--- src/design/apt_pkg.sv ---
package apt_pkg;

  // frame size limit and derived statistic widths
  localparam int MAX_PIXELS_LOG2 = 20;
  localparam int CNT_W  = MAX_PIXELS_LOG2 + 1;
  localparam int SUM_W  = MAX_PIXELS_LOG2 + 8;

  localparam int PIX_W  = 8;
  localparam int FRAC_W = 8;
  localparam int THR_W  = 18;
  localparam int MAN_W  = 16;
  localparam int CD_W   = 8;
  localparam int MEAN_W = 16;

  // register map
  localparam int CFG_IDX_W  = 2;
  localparam int CFG_DATA_W = 16;
  localparam logic [CFG_IDX_W-1:0] REG_MODE    = 2'd0;
  localparam logic [CFG_IDX_W-1:0] REG_MANUAL  = 2'd1;
  localparam logic [CFG_IDX_W-1:0] REG_STARTUP = 2'd2;

  localparam logic [THR_W-1:0] FULL_SCALE      = 18'd65280;
  localparam logic [THR_W-1:0] DYN_RESET       = 18'd6528;
  localparam logic [MAN_W-1:0] MANUAL_RESET    = 16'd6528;
  localparam logic [CD_W-1:0]  STARTUP_RESET   = 8'd8;

  // output queue
  localparam int FIFO_DEPTH = 4;
  localparam int FIFO_AW    = 2;

  typedef struct packed {
    logic [SUM_W-1:0] sum;
    logic [CNT_W-1:0] cnt;
    logic [PIX_W-1:0] peak;
  } frame_stats_t;

  typedef struct packed {
    logic [PIX_W-1:0] level;
    logic             last;
    logic [PIX_W-1:0] pixel;
  } result_t;

endpackage

--- src/design/apt_fifo.sv ---
module apt_fifo
  import apt_pkg::*;
(
  input  logic    clk,
  input  logic    rst,
  input  logic    push,
  input  result_t push_data,
  output logic    full,
  output logic    out_valid,
  input  logic    out_ready,
  output result_t out_data
);

  result_t            mem [FIFO_DEPTH];
  logic [FIFO_AW-1:0] wr_ptr;
  logic [FIFO_AW-1:0] rd_ptr;
  logic [FIFO_AW:0]   count;
  logic               pop;

  assign full      = (count == (FIFO_AW+1)'(FIFO_DEPTH));
  assign out_valid = (count != '0);
  assign out_data  = mem[rd_ptr];
  assign pop       = out_valid && out_ready;

  always_ff @(posedge clk) begin
    if (push) begin
      mem[wr_ptr] <= push_data;
    end
  end

  always_ff @(posedge clk) begin
    if (rst) begin
      wr_ptr <= '0;
      rd_ptr <= '0;
      count  <= '0;
    end else begin
      if (push) begin
        wr_ptr <= wr_ptr + 1'b1;
      end
      if (pop) begin
        rd_ptr <= rd_ptr + 1'b1;
      end
      if (push && !pop) begin
        count <= count + 1'b1;
      end else if (pop && !push) begin
        count <= count - 1'b1;
      end
    end
  end

  a_no_overfill: assert property (@(posedge clk) disable iff (rst)
    count <= (FIFO_AW+1)'(FIFO_DEPTH))
    else $error("output queue over depth");

endmodule

--- src/design/apt_front.sv ---
module apt_front
  import apt_pkg::*;
(
  input  logic               clk,
  input  logic               rst,
  input  logic               in_valid,
  output logic               in_ready,
  input  logic [PIX_W-1:0]   in_pixel,
  input  logic               in_last,
  input  logic               mode,
  input  logic [MAN_W-1:0]   manual_level,
  input  logic [THR_W-1:0]   dyn_threshold,
  input  logic               upd_busy,
  input  logic               fifo_full,
  output logic               push,
  output result_t            push_data,
  output logic               job_start,
  output frame_stats_t       job
);

  logic [SUM_W-1:0]         frame_sum;
  logic [CNT_W-1:0]         pixel_count;
  logic [PIX_W-1:0]         frame_peak;
  logic [THR_W-1:0]         thr;
  logic [THR_W-FRAC_W-1:0]  lvl_int;
  logic                     below;
  logic                     accept;

  // threshold in force for this item
  always_comb begin
    if (mode) begin
      thr = dyn_threshold;
    end else if (THR_W'(manual_level) > FULL_SCALE) begin
      thr = FULL_SCALE;
    end else begin
      thr = THR_W'(manual_level);
    end
  end

  assign lvl_int = thr[THR_W-1:FRAC_W];
  assign below   = (THR_W'({in_pixel, {FRAC_W{1'b0}}}) < thr);

  assign in_ready = !fifo_full && !upd_busy;
  assign accept   = in_valid && in_ready;
  assign push     = accept;

  always_comb begin
    push_data.pixel = below ? '0 : in_pixel;
    push_data.last  = in_last;
    if (lvl_int[THR_W-FRAC_W-1:PIX_W] != '0) begin
      push_data.level = '1;
    end else begin
      push_data.level = lvl_int[PIX_W-1:0];
    end
  end

  // statistics including this item; count saturates at the frame size limit
  always_comb begin
    job.peak = (in_pixel > frame_peak) ? in_pixel : frame_peak;
    if (!pixel_count[CNT_W-1]) begin
      job.sum = frame_sum + SUM_W'(in_pixel);
      job.cnt = pixel_count + 1'b1;
    end else begin
      job.sum = frame_sum;
      job.cnt = pixel_count;
    end
  end

  assign job_start = accept && in_last && mode;

  always_ff @(posedge clk) begin
    if (rst) begin
      frame_sum   <= '0;
      pixel_count <= '0;
      frame_peak  <= '0;
    end else if (accept) begin
      if (in_last) begin
        frame_sum   <= '0;
        pixel_count <= '0;
        frame_peak  <= '0;
      end else begin
        frame_sum   <= job.sum;
        pixel_count <= job.cnt;
        frame_peak  <= job.peak;
      end
    end
  end

endmodule

--- src/design/apt_update.sv ---
module apt_update
  import apt_pkg::*;
(
  input  logic             clk,
  input  logic             rst,
  input  logic             start,
  input  frame_stats_t     job,
  input  logic             cd_load,
  input  logic [CD_W-1:0]  cd_value,
  output logic             busy,
  output logic [THR_W-1:0] dyn_threshold
);

  localparam int DIVD_W  = SUM_W + FRAC_W;
  localparam int STEP_W  = $clog2(MEAN_W);
  localparam int PROD_W  = 26;
  localparam int RECIP_W = 24;
  localparam int MUL_W   = PROD_W + RECIP_W;

  // peak*1.8 in Q.8 is (peak*4608 + 5) / 10; the decay divides by 200 as >>3 then /25
  localparam logic [PROD_W-1:0]  PEAK_GAIN  = 26'd4608;
  localparam logic [PROD_W-1:0]  ROUND10    = 26'd5;
  localparam logic [PROD_W-1:0]  DECAY_KEEP = 26'd199;
  localparam logic [PROD_W-1:0]  DECAY_BIAS = 26'd100;
  localparam logic [RECIP_W-1:0] RECIP10    = 24'd1677722;
  localparam logic [RECIP_W-1:0] RECIP25    = 24'd10737419;
  localparam int SHIFT10 = 24;
  localparam int SHIFT25 = 28;

  localparam logic [2:0] ST_IDLE  = 3'd0;
  localparam logic [2:0] ST_DIV   = 3'd1;
  localparam logic [2:0] ST_MUL1  = 3'd2;
  localparam logic [2:0] ST_MUL2  = 3'd3;
  localparam logic [2:0] ST_APPLY = 3'd4;

  localparam logic [2:0] BR_INIT  = 3'd0;
  localparam logic [2:0] BR_HOLD  = 3'd1;
  localparam logic [2:0] BR_JUMP  = 3'd2;
  localparam logic [2:0] BR_DECAY = 3'd3;
  localparam logic [2:0] BR_KEEP  = 3'd4;

  logic [2:0]        state;
  logic [STEP_W-1:0] step;
  logic [CNT_W-1:0]  divisor;
  logic [CNT_W-1:0]  rem;
  logic [MEAN_W-1:0] dvd_lo;
  logic [MEAN_W-1:0] mean;
  logic [PIX_W-1:0]  peak;
  logic [CD_W-1:0]   countdown;
  logic [THR_W-1:0]  peak_track;
  logic [2:0]        branch;
  logic [PROD_W-1:0] prod;
  logic [THR_W-1:0]  quot;

  logic [CNT_W-1:0]  div_init;
  logic [DIVD_W-1:0] dividend;
  logic [CNT_W:0]    trial;
  logic              q_bit;
  logic [THR_W-1:0]  peak_q;
  logic [PROD_W-1:0] mul_a;
  logic [RECIP_W-1:0] mul_b;
  logic [MUL_W-1:0]  mul_p;
  logic [THR_W:0]    mid_sum;
  logic [THR_W:0]    twice_less;
  logic [THR_W-1:0]  track_sel;

  assign busy = (state != ST_IDLE);

  // rounded mean: the quotient is known to fit MEAN_W bits, so only those are iterated
  assign div_init = (job.cnt == '0) ? CNT_W'(1) : job.cnt;
  assign dividend = {job.sum, {FRAC_W{1'b0}}} + DIVD_W'(div_init >> 1);
  assign trial    = {rem, dvd_lo[MEAN_W-1]};
  assign q_bit    = (trial >= {1'b0, divisor});

  assign peak_q = THR_W'({peak, {FRAC_W{1'b0}}});

  always_comb begin
    if (branch == BR_INIT) begin
      mul_a = prod;
      mul_b = RECIP10;
    end else begin
      mul_a = prod >> 3;
      mul_b = RECIP25;
    end
    mul_p = MUL_W'(mul_a) * MUL_W'(mul_b);
  end

  always_comb begin
    case (branch)
      BR_JUMP:  track_sel = peak_q;
      BR_DECAY: track_sel = quot;
      default:  track_sel = peak_track;
    endcase
    mid_sum    = (THR_W+1)'(mean) + (THR_W+1)'(track_sel) + 1'b1;
    twice_less = {quot, 1'b0} - (THR_W+1)'(mean);
  end

  always_ff @(posedge clk) begin
    case (state)
      ST_IDLE: begin
        if (start) begin
          divisor <= div_init;
          rem     <= CNT_W'(dividend[DIVD_W-1:MEAN_W]);
          dvd_lo  <= dividend[MEAN_W-1:0];
          mean    <= '0;
          peak    <= job.peak;
          step    <= '0;
        end
      end
      ST_DIV: begin
        if (q_bit) begin
          rem <= CNT_W'(trial - {1'b0, divisor});
        end else begin
          rem <= trial[CNT_W-1:0];
        end
        mean   <= {mean[MEAN_W-2:0], q_bit};
        dvd_lo <= {dvd_lo[MEAN_W-2:0], 1'b0};
        step   <= step + 1'b1;
      end
      ST_MUL1: begin
        if (countdown != '0) begin
          branch <= (countdown == CD_W'(1)) ? BR_INIT : BR_HOLD;
          prod   <= PROD_W'(peak) * PEAK_GAIN + ROUND10;
        end else if (peak_q > peak_track) begin
          branch <= BR_JUMP;
        end else if (peak_q > dyn_threshold) begin
          branch <= BR_DECAY;
          prod   <= PROD_W'(peak_track) * DECAY_KEEP + PROD_W'(peak_q) + DECAY_BIAS;
        end else begin
          branch <= BR_KEEP;
        end
      end
      ST_MUL2: begin
        if (branch == BR_INIT) begin
          quot <= mul_p[SHIFT10 +: THR_W];
        end else begin
          quot <= mul_p[SHIFT25 +: THR_W];
        end
      end
      default: begin
      end
    endcase
  end

  always_ff @(posedge clk) begin
    if (rst) begin
      state         <= ST_IDLE;
      countdown     <= '0;
      dyn_threshold <= DYN_RESET;
      peak_track    <= '0;
    end else begin
      case (state)
        ST_IDLE: begin
          if (cd_load) begin
            countdown <= cd_value;
          end
          if (start) begin
            state <= ST_DIV;
          end
        end
        ST_DIV: begin
          if (step == STEP_W'(MEAN_W - 1)) begin
            state <= ST_MUL1;
          end
        end
        ST_MUL1: begin
          if (countdown != '0) begin
            countdown <= countdown - 1'b1;
          end
          state <= ST_MUL2;
        end
        ST_MUL2: begin
          state <= ST_APPLY;
        end
        ST_APPLY: begin
          case (branch)
            BR_INIT: begin
              dyn_threshold <= quot;
              peak_track    <= twice_less[THR_W-1:0];
            end
            BR_HOLD: begin
              dyn_threshold <= FULL_SCALE;
            end
            default: begin
              peak_track    <= track_sel;
              dyn_threshold <= mid_sum[THR_W:1];
            end
          endcase
          state <= ST_IDLE;
        end
        default: begin
          state <= ST_IDLE;
        end
      endcase
    end
  end

endmodule

--- src/design/adaptive_pixel_threshold.sv ---
// an accepted item is written into the output queue, whose head drives the output
// throughput: one item per cycle inside a frame while the output queue has room; after a
//   dynamic-mode frame end the input pauses (restoring divide for the mean, 3 update steps)
// a 4-entry output queue lets the input keep flowing while the output is stalled
// reset: synchronous, active high; control registers take their reset values, no clearing pass
module adaptive_pixel_threshold
  import apt_pkg::*;
(
  input  logic                  clk,
  input  logic                  rst,
  // input items
  input  logic                  s_axis_tvalid,
  output logic                  s_axis_tready,
  input  logic [7:0]            s_axis_tdata,   // [7:0] pixel
  input  logic                  s_axis_tlast,   // frame_last
  // result items
  output logic                  m_axis_tvalid,
  input  logic                  m_axis_tready,
  output logic [15:0]           m_axis_tdata,   // [7:0] out_pixel, [15:8] level
  output logic                  m_axis_tlast,   // out_frame_last
  // register writes
  input  logic                  cfg_valid,
  output logic                  cfg_ready,
  input  logic [CFG_IDX_W-1:0]  cfg_index,
  input  logic [CFG_DATA_W-1:0] cfg_data
);

  logic             mode;
  logic [MAN_W-1:0] manual_level;
  logic [CD_W-1:0]  startup_frames;

  logic             cfg_write;
  logic             cd_load;
  logic [THR_W-1:0] dyn_threshold;
  logic             upd_busy;
  logic             fifo_full;
  logic             push;
  result_t          push_data;
  result_t          out_data;
  logic             job_start;
  frame_stats_t     job;

  // register writes wait while a frame-end update is running
  assign cfg_ready = !upd_busy;
  assign cfg_write = cfg_valid && cfg_ready;

  // entering (or re-entering) dynamic mode restarts the start-up countdown
  assign cd_load = cfg_write && (cfg_index == REG_MODE) && cfg_data[0];

  always_ff @(posedge clk) begin
    if (rst) begin
      mode           <= 1'b1;
      manual_level   <= MANUAL_RESET;
      startup_frames <= STARTUP_RESET;
    end else if (cfg_write) begin
      case (cfg_index)
        REG_MODE:    mode           <= cfg_data[0];
        REG_MANUAL:  manual_level   <= cfg_data[MAN_W-1:0];
        REG_STARTUP: startup_frames <= cfg_data[CD_W-1:0];
        default: begin
        end
      endcase
    end
  end

  // front: thresholds each item and gathers frame statistics
  apt_front u_front (
    .clk           (clk),
    .rst           (rst),
    .in_valid      (s_axis_tvalid),
    .in_ready      (s_axis_tready),
    .in_pixel      (s_axis_tdata),
    .in_last       (s_axis_tlast),
    .mode          (mode),
    .manual_level  (manual_level),
    .dyn_threshold (dyn_threshold),
    .upd_busy      (upd_busy),
    .fifo_full     (fifo_full),
    .push          (push),
    .push_data     (push_data),
    .job_start     (job_start),
    .job           (job)
  );

  // back: frame-end mean divide and threshold tracking
  apt_update u_update (
    .clk           (clk),
    .rst           (rst),
    .start         (job_start),
    .job           (job),
    .cd_load       (cd_load),
    .cd_value      (startup_frames),
    .busy          (upd_busy),
    .dyn_threshold (dyn_threshold)
  );

  // result queue towards the output
  apt_fifo u_fifo (
    .clk       (clk),
    .rst       (rst),
    .push      (push),
    .push_data (push_data),
    .full      (fifo_full),
    .out_valid (m_axis_tvalid),
    .out_ready (m_axis_tready),
    .out_data  (out_data)
  );

  assign m_axis_tdata = {out_data.level, out_data.pixel};
  assign m_axis_tlast = out_data.last;

  // no item may enter while the threshold is being recomputed
  a_hold_during_update: assert property (@(posedge clk) disable iff (rst)
    upd_busy |-> !s_axis_tready)
    else $error("item accepted during threshold update");

  // a frame end in dynamic mode starts the update
  a_frame_end_starts: assert property (@(posedge clk) disable iff (rst)
    (s_axis_tvalid && s_axis_tready && s_axis_tlast && mode) |=> upd_busy)
    else $error("frame end did not start the update");

  // the dynamic threshold moves only as an update completes
  a_threshold_steady: assert property (@(posedge clk)
    (!rst && !upd_busy) |=> $stable(dyn_threshold))
    else $error("threshold changed outside an update");

endmodule
--- config.mk ---
export PLATFORM = sky130hd
export DESIGN_NAME = adaptive_pixel_threshold
export DESIGN_NICKNAME = d
export VERILOG_FILES = /design/src/design/apt_pkg.sv /design/src/design/apt_fifo.sv /design/src/design/apt_front.sv /design/src/design/apt_update.sv /design/src/design/adaptive_pixel_threshold.sv
export SDC_FILE = /design/constraint.sdc
export NUM_CORES = 2
export LEC_CHECK = 0
export BUFFER_PORTS_ARGS = -buffer_cell sky130_fd_sc_hd__buf_2
export CAP_MARGIN = 20
export CORE_AREA = 2 2 252 254
export DETAILED_ROUTE_END_ITERATION = 12
export DIE_AREA = 0 0 254 256
export PLACE_DENSITY_LB_ADDON = 0.25
export SLEW_MARGIN = 10
export SYNTH_ARGS = -nofsm -noshare
export SYNTH_HDL_FRONTEND = slang
export SYNTH_SLANG_ARGS = --single-unit
--- constraint.sdc ---
create_clock -name clk -period 17.3 [get_ports clk]
set_input_delay 1.73 -clock clk [delete_from_list [all_inputs] [get_ports clk]]
set_output_delay 1.73 -clock clk [all_outputs]
set_load 0.005 [all_outputs]
==> results by group <==
Drt
  • Routed WL: just over 90 mm
  • Vias per cell: 5.68
  • Pre-antenna DRT Iters: 7
  • Antenna viol nets, final: 0
  • Starting DRT DRC Count: 2,120
  • DRC: 0
  • Vias: ~27,000
  • Mean routed wirelength per cell: approximately 19 um

Synth
  • EDFF count, synth: around 200
  • Ys async rst share: 0%
  • Yosys warns: 0
  • Seq/Total Area, Yosys: a little under a quarter
  • Post-Synthesis Cells: approximately 3,900
  • Synth Cell Area: ~37,000 um2
  • Avg Cell Area, Syn: about 9.5 um2
  • Main synth FF type: edfxtp_1
  • Synth unique cells: 95
  • Flops & latches, synth: 339

Setup path
  • R2r worst-path depth: 27
  • Reg-to-reg endpoint: u_update.quot[17]
  • CP max FO: 45
  • Reg2reg setup slack: approximately 8100 ps
  • CP startpoint: u_update.branch[0]
  • Worst EP required: around 18,000 ps
  • CP arrival: 9540 ps
  • Worst r2r src: u_update.branch[0]
  • Kind of critical path: flip-flop to flip-flop
  • End point of the critical path: u_update.quot[17]
  • Worst Setup End Kind: flip-flop
  • Setup crit start kind: flip-flop

Timing
  • Final setup vio count: 0
  • RSZ-0062 raised after global routing: false
  • Fin. Hold Viols: 0
  • Rel. slew slack: 31.5%
  • Final Critical Period: 9160 ps
  • Fin Setup TNS: 0 ps
  • Worst-Margin Slew: roughly 1000 ps
  • Final Skew: 47.0 ps
  • Smallest hold slack: 460 ps
  • Achievable clock frequency: between 100 and 150 MHz
  • Fin. max-slew vios: 0
  • Crit share post-route: between 50% and 60%

Clock network
  • Hold Buf Count CTS: 0
  • # clock sinks: roughly 340
  • Setup Buffers After CTS: 0
  • Clk pin slew, worst setup/hold paths: 60 ps
  • Resize count post-CTS: 0
  • CTS max path bufs: 3
  • Clk_lat worst skew: between 500 and 600 ps
  • CTS root buf: clkbuf_16
  • CTS tree: yes
  • CTS buffer count: 37
  • H-tree levels: 2

Global routing
  • Number of global-route vias before repair: between 20,000 and 30,000
  • Initial antenna violation count: 0
  • Met1 Use GR: a little under two fifths
  • Gr usage total: about 29%
  • Met2 Use GR: approximately 49%
  • GR peak layer: met2
  • Total gr overflow: 0
  • Met3 Usage GRT: 3.21%
  • Largest net degree at the start of global routing: 89
  • First-pass GRT wire length: around 150 mm

Place
  • Routability Congestion: between 0.9 and 1
  • Dpl hpwl: ~74 mm
  • Port bufs: between 50 and 60

Floorplanning
  • Die ar.: ~65,000 um2
  • Core box area: around 62,000 um2
  • Vert. Die Dim: roughly 260 um
  • Initial cell density of the core: 59.2%
  • Die width: approximately 250 um
  • Row cnt: 92
  • I/O pins: between 50 and 60

Final layout
  • Diode count: 0
  • Most common cell after layout, fill and taps aside: inv_1
  • Final net count: 4,830
  • Final core occ: between 60% and 70%
  • Most frequent cells in the layout: inv_1, ha_1, fa_1, nand2_1, nor2_1
  • Share of layout cells above drive strength 1: 5.21%
  • Syn-to-layout area delta: 6.58%

Status
  • Status: finished clean

Flow run
  • Max_cap viols: 0

Hold path
  • Hold Path Class: flip-flop to flip-flop
worst max-delay path, cell delays in order, from the launching register on:
cell and delay [ps]:
edfxtp_1 330, buf_4 370, inv_1 280, nand2_2 350, buf_4 520, nand2_1 220, nand2_1 270, inv_1 110
fa_1 540, inv_1 50, fa_1 520, fa_1 440, fa_1 520, fa_1 530, fa_1 540, inv_1 50
fa_1 550, inv_1 40, ha_1 290, nand3_1 90, nor4_1 660, nand4_1 300, nand3b_2 240, o211ai_2 130
a2111oi_2 420, o21ai_1 170, and3_1 190, o31ai_1 200
final cells by class:
cell class              instances  area [um2]
clock inverters                19         294
clock buffers                  49        1020
fillers                      5276       23100
well taps                     846        1060
multi-input cells            2654       24700
repair buffers                 74         458
inverters                     799        3000
flip-flops and latches        339        8800
sequential cells by signal, summed over array words and instances, names as in the netlist, 3 cells and up, named ones only:
name and flops:
manual_level 16, startup_frames 8, u_fifo.count 3, u_fifo.mem 68
u_front.frame_peak 8, u_front.frame_sum 28, u_front.pixel_count 21, u_update.branch 3
u_update.countdown 8, u_update.divisor 21, u_update.dvd_lo 16, u_update.dyn_threshold 18
u_update.mean 16, u_update.peak 8, u_update.peak_track 18, u_update.prod 26
u_update.quot 18, u_update.rem 21, u_update.state 3, u_update.step 4
synth_stat cells, types with 12 or more instances:
master / count / share of area, %
a211oi_1: 28 / 0.57
a21oi_1: 171 / 2.3
nand4_1: 24 / 0.41
nor4_1: 13 / 0.22
edfxtp_1: 201 / 16
nand2_1: 331 / 3.4
buf_1: 13 / 0.13
fa_1: 397 / 22
clkbuf_1: 105 / 1.1
o31ai_1: 16 / 0.33
nor3_1: 55 / 0.75
a221oi_1: 12 / 0.28
or3_1: 18 / 0.31
o211ai_1: 15 / 0.31
nor2b_1: 26 / 0.44
mux2i_1: 37 / 1.0
nor2_1: 234 / 2.4
xor2_1: 56 / 1.3
ha_1: 496 / 17
xnor2_1: 93 / 2.2
a21o_1: 58 / 1.2
dfxtp_1: 138 / 7.5
nand3_1: 51 / 0.69
o21ai_0: 160 / 2.2
inv_1: 798 / 8.1
and2_1: 19 / 0.32
and3_1: 33 / 0.56
a22oi_1: 35 / 0.71
mux4_2: 17 / 1.0
o21a_1: 31 / 0.63
nand2b_1: 26 / 0.44
through the flow:
step                      cell area [um2]  worst slack, ps  cells
final                               39300             8140   4780
after global routing                39300             7830   4780
after CTS                           39300             8220   4778
after detailed placement            38000             8310   4710
after global placement              38000             8470   4710
after floorplan                     37000             9330   3916
how the worst min path moves through the flow:
| stage | start | to | slack, ps | cells after the start |
|---|---|---|---|---|
| floorplan | u_update.dyn_threshold[2] | u_update.dyn_threshold[2] | 430 | 2 |
| global placement | manual_level[1] | manual_level[1] | 440 | 2 |
| detailed placement | u_update.dyn_threshold[2] | u_update.dyn_threshold[2] | 450 | 2 |
| CTS | manual_level[5] | manual_level[5] | 460 | 2 |
| global route | manual_level[6] | manual_level[6] | 480 | 2 |
| finish | manual_level[5] | manual_level[5] | 460 | 2 |
per-layer routing:
layer / routed length [um] / up-vias
met3: 5160 / 202
met2: 44800 / 815
met5: 0 / -
li1: - / 12896
met4: 3590 / 0
met1: 38100 / 13255
cells by family after synthesis:
| logic type | share of synthesized area, % |
|---|---|
| other | 0.0203 |
| XOR/XNOR | 3.54 |
| multiplexers | 2.22 |
| buffers and inverters | 9.41 |
| AND/OR/NAND/NOR | 11.3 |
| flip-flops | 23.8 |
| AO/OA/AOI/OAI | 11.3 |
| adder cells (fa/ha/maj) | 38.4 |
Power is not shown: default switching activity piles up to over one toggle a cycle in this logic, so the estimate is an artifact.
